### src/hdl/bilr_pkg.sv
package bilr_pkg;

   localparam int PIX_W      = 8;
   localparam int OFF_W      = 36;
   localparam int SIZE_W     = 13;
   localparam int ORDER_W    = 2;
   localparam int CSR_IDX_W  = 2;
   localparam int CSR_DATA_W = SIZE_W;
   localparam int QUEUE_DEPTH = 4;

   // stored organization codes; anything else is handled as pixel interleaved
   localparam logic [ORDER_W-1:0] ORDER_BSQ = 2'd0;
   localparam logic [ORDER_W-1:0] ORDER_BIL = 2'd1;

   // register indexes on the csr port
   localparam logic [CSR_IDX_W-1:0] CSR_DATA_ORDER = 2'd0;
   localparam logic [CSR_IDX_W-1:0] CSR_DIM0_SIZE  = 2'd1;
   localparam logic [CSR_IDX_W-1:0] CSR_DIM1_SIZE  = 2'd2;
   localparam logic [CSR_IDX_W-1:0] CSR_DIM2_SIZE  = 2'd3;

   localparam logic [SIZE_W-1:0] SIZE_RESET = 13'd1;

   typedef struct packed {
      logic [ORDER_W-1:0] data_order;
      logic [SIZE_W-1:0]  dim0_size;
      logic [SIZE_W-1:0]  dim1_size;
      logic [SIZE_W-1:0]  dim2_size;
   } bilr_cfg_type;

   typedef struct packed {
      logic empty;
      logic full;
   } bilr_q_status_type;

endpackage

### src/hdl/bilr_front.sv
module bilr_front #(
   parameter int MAX_DIM = 4096
) (
   input  logic                              clock,
   input  logic                              reset,
   input  bilr_pkg::bilr_cfg_type            cfg,
   input  logic                              accept,
   output logic [$clog2(MAX_DIM)-1:0]        col,
   output logic [$clog2(MAX_DIM)-1:0]        line,
   output logic [$clog2(MAX_DIM)-1:0]        band,
   output logic                              done,
   output logic [$clog2(MAX_DIM+1)-1:0]      ncols,
   output logic [$clog2(MAX_DIM+1)-1:0]      nbands
);

   localparam int CNT_W = $clog2(MAX_DIM);
   localparam int SZ_W  = $clog2(MAX_DIM + 1);

   logic [CNT_W-1:0] fast_ff, fast_in;
   logic [CNT_W-1:0] mid_ff, mid_in;
   logic [CNT_W-1:0] slow_ff, slow_in;
   logic [SZ_W-1:0]  s0, s1, s2;
   logic             last0, last1, last2;

   // zero acts as one, anything above the maximum is clamped
   function automatic logic [SZ_W-1:0] eff_size(input logic [bilr_pkg::SIZE_W-1:0] reg_val);
      logic [31:0] wide;
      wide = 32'(reg_val);
      if (wide == 32'd0) begin
         eff_size = SZ_W'(1);
      end else if (wide > 32'(MAX_DIM)) begin
         eff_size = SZ_W'(MAX_DIM);
      end else begin
         eff_size = SZ_W'(wide);
      end
   endfunction

   assign s0 = eff_size(cfg.dim0_size);
   assign s1 = eff_size(cfg.dim1_size);
   assign s2 = eff_size(cfg.dim2_size);

   // a counter at or past its size counts as the last position
   assign last0 = (SZ_W'(fast_ff) + SZ_W'(1)) >= s0;
   assign last1 = (SZ_W'(mid_ff) + SZ_W'(1)) >= s1;
   assign last2 = (SZ_W'(slow_ff) + SZ_W'(1)) >= s2;
   assign done  = last0 && last1 && last2;

   always_comb begin
      fast_in = fast_ff;
      mid_in  = mid_ff;
      slow_in = slow_ff;
      if (accept) begin
         if (!last0) begin
            fast_in = fast_ff + CNT_W'(1);
         end else begin
            fast_in = '0;
            if (!last1) begin
               mid_in = mid_ff + CNT_W'(1);
            end else begin
               mid_in  = '0;
               slow_in = last2 ? '0 : slow_ff + CNT_W'(1);
            end
         end
      end
   end

   always_ff @(posedge clock) begin
      if (reset) begin
         fast_ff <= '0;
         mid_ff  <= '0;
         slow_ff <= '0;
      end else begin
         fast_ff <= fast_in;
         mid_ff  <= mid_in;
         slow_ff <= slow_in;
      end
   end

   // map stored dimensions to column, line and band
   always_comb begin
      case (cfg.data_order)
         bilr_pkg::ORDER_BSQ: begin
            col    = fast_ff;
            line   = mid_ff;
            band   = slow_ff;
            ncols  = s0;
            nbands = s2;
         end
         bilr_pkg::ORDER_BIL: begin
            col    = fast_ff;
            band   = mid_ff;
            line   = slow_ff;
            ncols  = s0;
            nbands = s1;
         end
         default: begin
            band   = fast_ff;
            col    = mid_ff;
            line   = slow_ff;
            nbands = s0;
            ncols  = s1;
         end
      endcase
   end

endmodule

### src/hdl/bilr_queue.sv
module bilr_queue #(
   parameter int DEPTH = 4,
   parameter int WIDTH = 8
) (
   input  logic                        clock,
   input  logic                        reset,
   input  logic                        push,
   input  logic [WIDTH-1:0]            push_data,
   input  logic                        pop,
   output logic [WIDTH-1:0]            pop_data,
   output bilr_pkg::bilr_q_status_type status
);

   localparam int PTR_W = (DEPTH > 1) ? $clog2(DEPTH) : 1;
   localparam int CNT_W = $clog2(DEPTH + 1);

   logic [WIDTH-1:0] entry_ff [DEPTH];
   logic [PTR_W-1:0] wr_ptr_ff, wr_ptr_in;
   logic [PTR_W-1:0] rd_ptr_ff, rd_ptr_in;
   logic [CNT_W-1:0] count_ff, count_in;
   logic             do_push, do_pop;

   assign status.empty = (count_ff == '0);
   assign status.full  = (count_ff == CNT_W'(DEPTH));
   assign do_push      = push && !status.full;
   assign do_pop       = pop && !status.empty;
   assign pop_data     = entry_ff[rd_ptr_ff];

   always_comb begin
      wr_ptr_in = wr_ptr_ff;
      rd_ptr_in = rd_ptr_ff;
      count_in  = count_ff;
      if (do_push) begin
         wr_ptr_in = (wr_ptr_ff == PTR_W'(DEPTH - 1)) ? '0 : wr_ptr_ff + PTR_W'(1);
      end
      if (do_pop) begin
         rd_ptr_in = (rd_ptr_ff == PTR_W'(DEPTH - 1)) ? '0 : rd_ptr_ff + PTR_W'(1);
      end
      if (do_push && !do_pop) begin
         count_in = count_ff + CNT_W'(1);
      end else if (do_pop && !do_push) begin
         count_in = count_ff - CNT_W'(1);
      end
   end

   always_ff @(posedge clock) begin
      if (reset) begin
         wr_ptr_ff <= '0;
         rd_ptr_ff <= '0;
         count_ff  <= '0;
      end else begin
         wr_ptr_ff <= wr_ptr_in;
         rd_ptr_ff <= rd_ptr_in;
         count_ff  <= count_in;
      end
   end

   always_ff @(posedge clock) begin
      if (do_push) begin
         entry_ff[wr_ptr_ff] <= push_data;
      end
   end

endmodule

### src/hdl/bilr_back.sv
module bilr_back #(
   parameter int MAX_DIM = 4096
) (
   input  logic                                 clock,
   input  logic                                 reset,
   input  bilr_pkg::bilr_q_status_type          q_status,
   input  logic [bilr_pkg::PIX_W-1:0]           q_pixel,
   input  logic [$clog2(MAX_DIM)-1:0]           q_col,
   input  logic [$clog2(MAX_DIM)-1:0]           q_line,
   input  logic [$clog2(MAX_DIM)-1:0]           q_band,
   input  logic                                 q_done,
   input  logic [$clog2(MAX_DIM+1)-1:0]         ncols,
   input  logic [$clog2(MAX_DIM+1)-1:0]         nbands,
   output logic                                 q_pop,
   output logic                                 rsp_valid,
   input  logic                                 rsp_stall,
   output logic [bilr_pkg::OFF_W-1:0]           rsp_dest_offset,
   output logic [bilr_pkg::PIX_W-1:0]           rsp_pixel_out,
   output logic                                 rsp_cube_done
);

   localparam int CNT_W = $clog2(MAX_DIM);
   localparam int SZ_W  = $clog2(MAX_DIM + 1);
   localparam int PL_W  = 2 * SZ_W;
   localparam int LP_W  = CNT_W + PL_W;
   localparam int CP_W  = CNT_W + SZ_W;
   localparam int SUM_W = LP_W + 1;

   logic [PL_W-1:0]            plane_ff, plane_in;
   logic                       s1_valid_ff, s1_valid_in;
   logic [LP_W-1:0]            s1_line_prod_ff, s1_line_prod_in;
   logic [CP_W-1:0]            s1_col_prod_ff, s1_col_prod_in;
   logic [CNT_W-1:0]           s1_band_ff;
   logic [bilr_pkg::PIX_W-1:0] s1_pixel_ff;
   logic                       s1_done_ff;
   logic                       out_valid_ff, out_valid_in;
   logic [bilr_pkg::OFF_W-1:0] out_offset_ff, out_offset_in;
   logic [bilr_pkg::PIX_W-1:0] out_pixel_ff;
   logic                       out_done_ff;
   logic                       out_load;
   logic [SUM_W-1:0]           sum;

   // user changes sizes only while idle (unenforced); plane size is ready for each pixel
   assign plane_in = PL_W'(ncols) * PL_W'(nbands);

   assign out_load = s1_valid_ff && (!out_valid_ff || !rsp_stall);
   assign q_pop    = !q_status.empty && (!s1_valid_ff || out_load);

   assign s1_line_prod_in = LP_W'(q_line) * LP_W'(plane_ff);
   assign s1_col_prod_in  = CP_W'(q_col) * CP_W'(nbands);

   always_comb begin
      s1_valid_in = s1_valid_ff;
      if (q_pop) begin
         s1_valid_in = 1'b1;
      end else if (out_load) begin
         s1_valid_in = 1'b0;
      end
   end

   assign sum = SUM_W'(s1_line_prod_ff) + SUM_W'(s1_col_prod_ff) + SUM_W'(s1_band_ff);
   assign out_offset_in = bilr_pkg::OFF_W'(sum);

   always_comb begin
      out_valid_in = out_valid_ff;
      if (out_load) begin
         out_valid_in = 1'b1;
      end else if (!rsp_stall) begin
         out_valid_in = 1'b0;
      end
   end

   always_ff @(posedge clock) begin
      if (reset) begin
         s1_valid_ff  <= 1'b0;
         out_valid_ff <= 1'b0;
      end else begin
         s1_valid_ff  <= s1_valid_in;
         out_valid_ff <= out_valid_in;
      end
   end

   always_ff @(posedge clock) begin
      plane_ff <= plane_in;
      if (q_pop) begin
         s1_line_prod_ff <= s1_line_prod_in;
         s1_col_prod_ff  <= s1_col_prod_in;
         s1_band_ff      <= q_band;
         s1_pixel_ff     <= q_pixel;
         s1_done_ff      <= q_done;
      end
      // hold the result while the consumer stalls
      if (out_load) begin
         out_offset_ff <= out_offset_in;
         out_pixel_ff  <= s1_pixel_ff;
         out_done_ff   <= s1_done_ff;
      end
   end

   assign rsp_valid       = out_valid_ff;
   assign rsp_dest_offset = out_offset_ff;
   assign rsp_pixel_out   = out_pixel_ff;
   assign rsp_cube_done   = out_done_ff;

endmodule

### src/hdl/band_interleave_to_bip_reorder.sv
// Channel   Ports                                                   Direction
// req       req_valid, req_stall, req_pixel_in                      in
// rsp       rsp_valid, rsp_stall, rsp_dest_offset, rsp_pixel_out,   out
//           rsp_cube_done
// csr       csr_we, csr_index, csr_wdata                            in (write only)
//
// One pixel per clock sustained while rsp is not stalled; a transaction on req
// passes through the queue, the multiply stage and the sum into the output
// register, from which rsp_valid rises.
// The address multiplies (line by plane size, column by band count) sit in
// one pipeline stage behind a four-entry queue.
// Synchronous reset clears the counters, the queue, the pipeline and the
// registers to band sequential with all sizes one; there is no clearing pass.
// A stall on rsp fills the queue; req_stall rises only when the queue is full.
module band_interleave_to_bip_reorder #(
   parameter int MAX_DIM = 4096
) (
   input  logic                                clock,
   input  logic                                reset,
   input  logic                                req_valid,
   output logic                                req_stall,
   input  logic [bilr_pkg::PIX_W-1:0]          req_pixel_in,
   output logic                                rsp_valid,
   input  logic                                rsp_stall,
   output logic [bilr_pkg::OFF_W-1:0]          rsp_dest_offset,
   output logic [bilr_pkg::PIX_W-1:0]          rsp_pixel_out,
   output logic                                rsp_cube_done,
   input  logic                                csr_we,
   input  logic [bilr_pkg::CSR_IDX_W-1:0]      csr_index,
   input  logic [bilr_pkg::CSR_DATA_W-1:0]     csr_wdata
);

   localparam int CNT_W = $clog2(MAX_DIM);
   localparam int SZ_W  = $clog2(MAX_DIM + 1);
   localparam int ENT_W = bilr_pkg::PIX_W + 3 * CNT_W + 1;

   bilr_pkg::bilr_cfg_type      cfg_ff, cfg_in;
   bilr_pkg::bilr_q_status_type q_status;
   logic                        req_accept;
   logic [CNT_W-1:0]            f_col, f_line, f_band;
   logic                        f_done;
   logic [SZ_W-1:0]             ncols, nbands;
   logic [ENT_W-1:0]            q_wr_data, q_rd_data;
   logic                        q_pop;
   logic [bilr_pkg::PIX_W-1:0]  q_pixel;
   logic [CNT_W-1:0]            q_col, q_line, q_band;
   logic                        q_done;

   always_comb begin
      cfg_in = cfg_ff;
      if (csr_we) begin
         case (csr_index)
            bilr_pkg::CSR_DATA_ORDER: cfg_in.data_order = csr_wdata[bilr_pkg::ORDER_W-1:0];
            bilr_pkg::CSR_DIM0_SIZE:  cfg_in.dim0_size  = csr_wdata;
            bilr_pkg::CSR_DIM1_SIZE:  cfg_in.dim1_size  = csr_wdata;
            bilr_pkg::CSR_DIM2_SIZE:  cfg_in.dim2_size  = csr_wdata;
            default:                  cfg_in = cfg_ff;
         endcase
      end
   end

   always_ff @(posedge clock) begin
      if (reset) begin
         cfg_ff.data_order <= bilr_pkg::ORDER_BSQ;
         cfg_ff.dim0_size  <= bilr_pkg::SIZE_RESET;
         cfg_ff.dim1_size  <= bilr_pkg::SIZE_RESET;
         cfg_ff.dim2_size  <= bilr_pkg::SIZE_RESET;
      end else begin
         cfg_ff <= cfg_in;
      end
   end

   assign req_stall  = q_status.full;
   assign req_accept = req_valid && !req_stall;

   bilr_front #(
      .MAX_DIM (MAX_DIM)
   ) u_front (
      .clock  (clock),
      .reset  (reset),
      .cfg    (cfg_ff),
      .accept (req_accept),
      .col    (f_col),
      .line   (f_line),
      .band   (f_band),
      .done   (f_done),
      .ncols  (ncols),
      .nbands (nbands)
   );

   assign q_wr_data = {req_pixel_in, f_col, f_line, f_band, f_done};

   bilr_queue #(
      .DEPTH (bilr_pkg::QUEUE_DEPTH),
      .WIDTH (ENT_W)
   ) u_queue (
      .clock     (clock),
      .reset     (reset),
      .push      (req_accept),
      .push_data (q_wr_data),
      .pop       (q_pop),
      .pop_data  (q_rd_data),
      .status    (q_status)
   );

   assign {q_pixel, q_col, q_line, q_band, q_done} = q_rd_data;

   bilr_back #(
      .MAX_DIM (MAX_DIM)
   ) u_back (
      .clock           (clock),
      .reset           (reset),
      .q_status        (q_status),
      .q_pixel         (q_pixel),
      .q_col           (q_col),
      .q_line          (q_line),
      .q_band          (q_band),
      .q_done          (q_done),
      .ncols           (ncols),
      .nbands          (nbands),
      .q_pop           (q_pop),
      .rsp_valid       (rsp_valid),
      .rsp_stall       (rsp_stall),
      .rsp_dest_offset (rsp_dest_offset),
      .rsp_pixel_out   (rsp_pixel_out),
      .rsp_cube_done   (rsp_cube_done)
   );

endmodule

### config.mk
export PLATFORM = sky130hd
export DESIGN_NAME = band_interleave_to_bip_reorder
export DESIGN_NICKNAME = d
export VERILOG_FILES = /design/src/hdl/bilr_pkg.sv /design/src/hdl/bilr_front.sv /design/src/hdl/bilr_queue.sv /design/src/hdl/bilr_back.sv /design/src/hdl/band_interleave_to_bip_reorder.sv
export SDC_FILE = /design/constraint.sdc
export NUM_CORES = 2
export LEC_CHECK = 0
export ABC_CLOCK_PERIOD_IN_PS = 7800
export BUFFER_PORTS_ARGS = -buffer_cell sky130_fd_sc_hd__buf_2
export CAP_MARGIN = 20
export CORE_ASPECT_RATIO = 1.1
export CORE_MARGIN = 5
export CORE_UTILIZATION = 35
export CTS_CLUSTER_SIZE = 8
export DETAILED_ROUTE_END_ITERATION = 8
export SYNTH_ARGS = -nofsm -noshare
export SYNTH_HDL_FRONTEND = slang
export SYNTH_SLANG_ARGS = --single-unit
### constraint.sdc
create_clock -name clock -period 7.8 [get_ports clock]
set_input_delay 0 -clock clock [delete_from_list [all_inputs] [get_ports clock]]
set_output_delay 0 -clock clock [all_outputs]
set_load 0.005 [all_outputs]
==> flow_summary.toml <==
[placed_design]
place_area_um2 = 40200
hpwl_mm = 70.9
port-buffer-count = 74
globalplace.congestion = 0.845

[critical_path]
start_kind = "register"
worst-r2r-cell-count = 20
cp.arrival_ps = 7610
crit_path_end_kind = "register"
crit_fanout = 28
cp.required_ps = 8300
critPathKind = "register to register"
worst-r2r-setup-slack_ps = 690
reg2reg_to = "u_back.s1_line_prod_ff[32]$_DFFE_PP_"
endpoint = "u_back.s1_line_prod_ff[32]$_DFFE_PP_"

[sta]
drv_slew = 0
worstMarginPinSlew_ps = 1030
slew_headroom_pct = 31.2
fin_crit_sh_pct = 91.1
rsz0062_at_grt = "no"
whs_ps = 55.3
fin_skew_ps = 36.2
finalSetupViolCount = 0
fmaxAchievable_ghz = 0.141
setup_tns_ps = 0
period_needed_ps = 7110
finalHoldViolations = 0

[cts]
cts_resized = 0
cts_setup_buffers = 0
cts-root-buf = "clkbuf_16"
clkSlewWorstSetupHoldPaths_ps = 50
clockBufferDepth = 3
clock_sinks = 421
cts_tree = "built"
clk_latency_ps = 660
numCtsBuffers = 61
htree_levels = 2
cts_hold_buf = 28

[yosys]
synth_nets = 4588
syn_area_um2 = 38300
synthCells = 3789
yosys_warnings = 0
syn_avg_cell_area_um2 = 10.1
synth_seq_cells = 421
synth-edff-count = 307
ys_seq_area_share_pct = 30.0
ys_types = 70
async_flop_share_pct = 0
synthFlopType = "edfxtp_1"

[power_and_ir_drop]
p_leak_nw = 18.0
irDropWorstVdd_mv = 0.210
total_power_mw = 13.7
powerDensity_nw_per_um2 = 325

[detailed_routing]
viasPerCell = 4.98
wirelength_mm = 92.2
drtAntennaViolNets = 0
post-route-drc-count = 0
drt-initial-drc-count = 1640
vias = 26331
wl_per_cell_um = 17.4
dr.pass1.iters = 5

[floorplanning]
fp.coreArea_um2 = 109000
initial_core_util_pct = 35.2
die_area_um2 = 116000
die_x_um = 326
die_h_um = 357
num_rows = 127
ioPinCount = 75

[finish]
drive_above_1_share_pct = 7.21
area_growth_syn_to_layout_pct = 10.3
postLayoutCellArea_um2 = 42300
antennaDiodeCount = 0
final_nets = 4634
final_cell_mix = "inv_1, nand2_1, fa_1"

[global_route]
grt_max_degree = 83
grt_pass1_vias = 27566
grt_pass1_wl_mm = 151
track_usage_pct = 16.1
antenna_found_initial = 1
grt_overflow_total = 0

[worst_hold_path]
hp-class = "input pin to register"

[flow_run]
maxCapViolations = 0

[outcome]
status = "finished, final reports clean"
[sequential cells by signal, indices dropped and copies added (netlist names), 25 cells and up, named ones only]
register                cells
u_queue.entry_ff          180
u_back.plane_ff            26
u_back.s1_col_prod_ff      25
u_back.rsp_dest_offset     36
u_back.s1_line_prod_ff     36
cfg_ff                     41
[stage by stage]
stage	cells	util, %	worst slack (ps)
finish	5291	38.8	692
global route	5291	38.8	293
CTS	5290	38.8	699
detailed placement	5162	36.9	750
global placement	5162	36.9	788
floorplan	3789	-	1190
[cell type report]
type | count | area (um2)
fill | 10597 | 66600
multi-input combinational | 2623 | 24000
sequential | 421 | 11500
inverter | 591 | 2220
tap | 1419 | 1780
clock buffer | 93 | 1690
timing repair buffer | 137 | 911
clock inverter | 7 | 121
[Yosys cell counts (16+ instances only)]
cell | number | area [um2]
mux2i_1 | 23 | 230
nand4_1 | 17 | 106
nand2_1 | 590 | 2210
nor3_1 | 27 | 135
nor2b_1 | 34 | 213
xor2_1 | 41 | 359
nand2b_1 | 22 | 138
a31oi_1 | 16 | 100
fa_1 | 484 | 9690
xnor2_1 | 90 | 788
mux2_2 | 31 | 349
mux4_2 | 39 | 878
clkbuf_1 | 135 | 507
a21oi_1 | 153 | 766
edfxtp_1 | 307 | 9220
ha_1 | 287 | 3590
dfxtp_1 | 114 | 2280
o21ai_0 | 77 | 385
nand3_1 | 48 | 240
a21o_1 | 44 | 330
o21ai_1 | 20 | 100
inv_1 | 590 | 2210
and2_1 | 132 | 826
nor2_1 | 228 | 856
and3_1 | 21 | 131
a211oi_1 | 28 | 210
o21a_1 | 43 | 323
[layer usage]
| metal | GRT usage [%] | vias up | part of all wire, % |
|---|---|---|---|
| met2 | 27.7 | 604 | 48 |
| li1 | - | 12397 | - |
| met3 | 2.09 | 148 | 4.6 |
| met1 | 21.5 | 13182 | 45 |
| met4 | 4.60 | 0 | 2.8 |
| met5 | 0 | - | 0 |
[logic make-up after synthesis]
| logic type | count (synthesis) | share of synthesized area [%] |
|---|---|---|
| compound gates | 461 | 7.63 |
| mux | 93 | 3.80 |
| xor+xnor | 131 | 2.99 |
| flops | 421 | 30.0 |
| buf+inv | 745 | 7.32 |
| fa+ha+maj | 771 | 34.7 |
| simple gates | 1167 | 13.6 |
[report_power, final]
| part | switching, mW | total (mW) | internal (mW) |
|---|---|---|---|
| sequential | 0.306 | 3.64 | 3.33 |
| combinational | 4.58 | 7.58 | 2.99 |
| clock | 1.00 | 2.50 | 1.50 |
| total | 5.89 | 13.7 | 7.83 |
[worst min path at each step]
stage	startpoint	to	depth (start not counted)
after floorplan	req_pixel_in[0]	u_queue.entry_ff[0][37]$_DFFE_PP_	0
after global placement	req_pixel_in[1]	u_queue.entry_ff[0][38]$_DFFE_PP_	1
after detailed placement	req_pixel_in[7]	u_queue.entry_ff[0][44]$_DFFE_PP_	1
after CTS	reset	u_queue.wr_ptr_ff[0]$_SDFFE_PP0P_	3
after global routing	req_pixel_in[3]	u_queue.entry_ff[2][40]$_DFFE_PP_	2
final	reset	u_queue.wr_ptr_ff[0]$_SDFFE_PP0P_	3
[worst max-delay path, stage by stage, from the launching register on]
cell	delay, ps
dfxtp_2	790
mux4_2	750
nand2_1	160
fa_1	530
fa_1	510
inv_1	50
fa_1	530
inv_1	50
fa_1	470
inv_1	50
fa_1	430
ha_1	350
a21o_1	220
a21oi_2	190
nand2_1	90
o31ai_1	360
a21oi_1	290
a31oi_4	330
a31oi_1	170
or4b_1	490
nand3_1	90
Power figures use the tool's default switching activity.
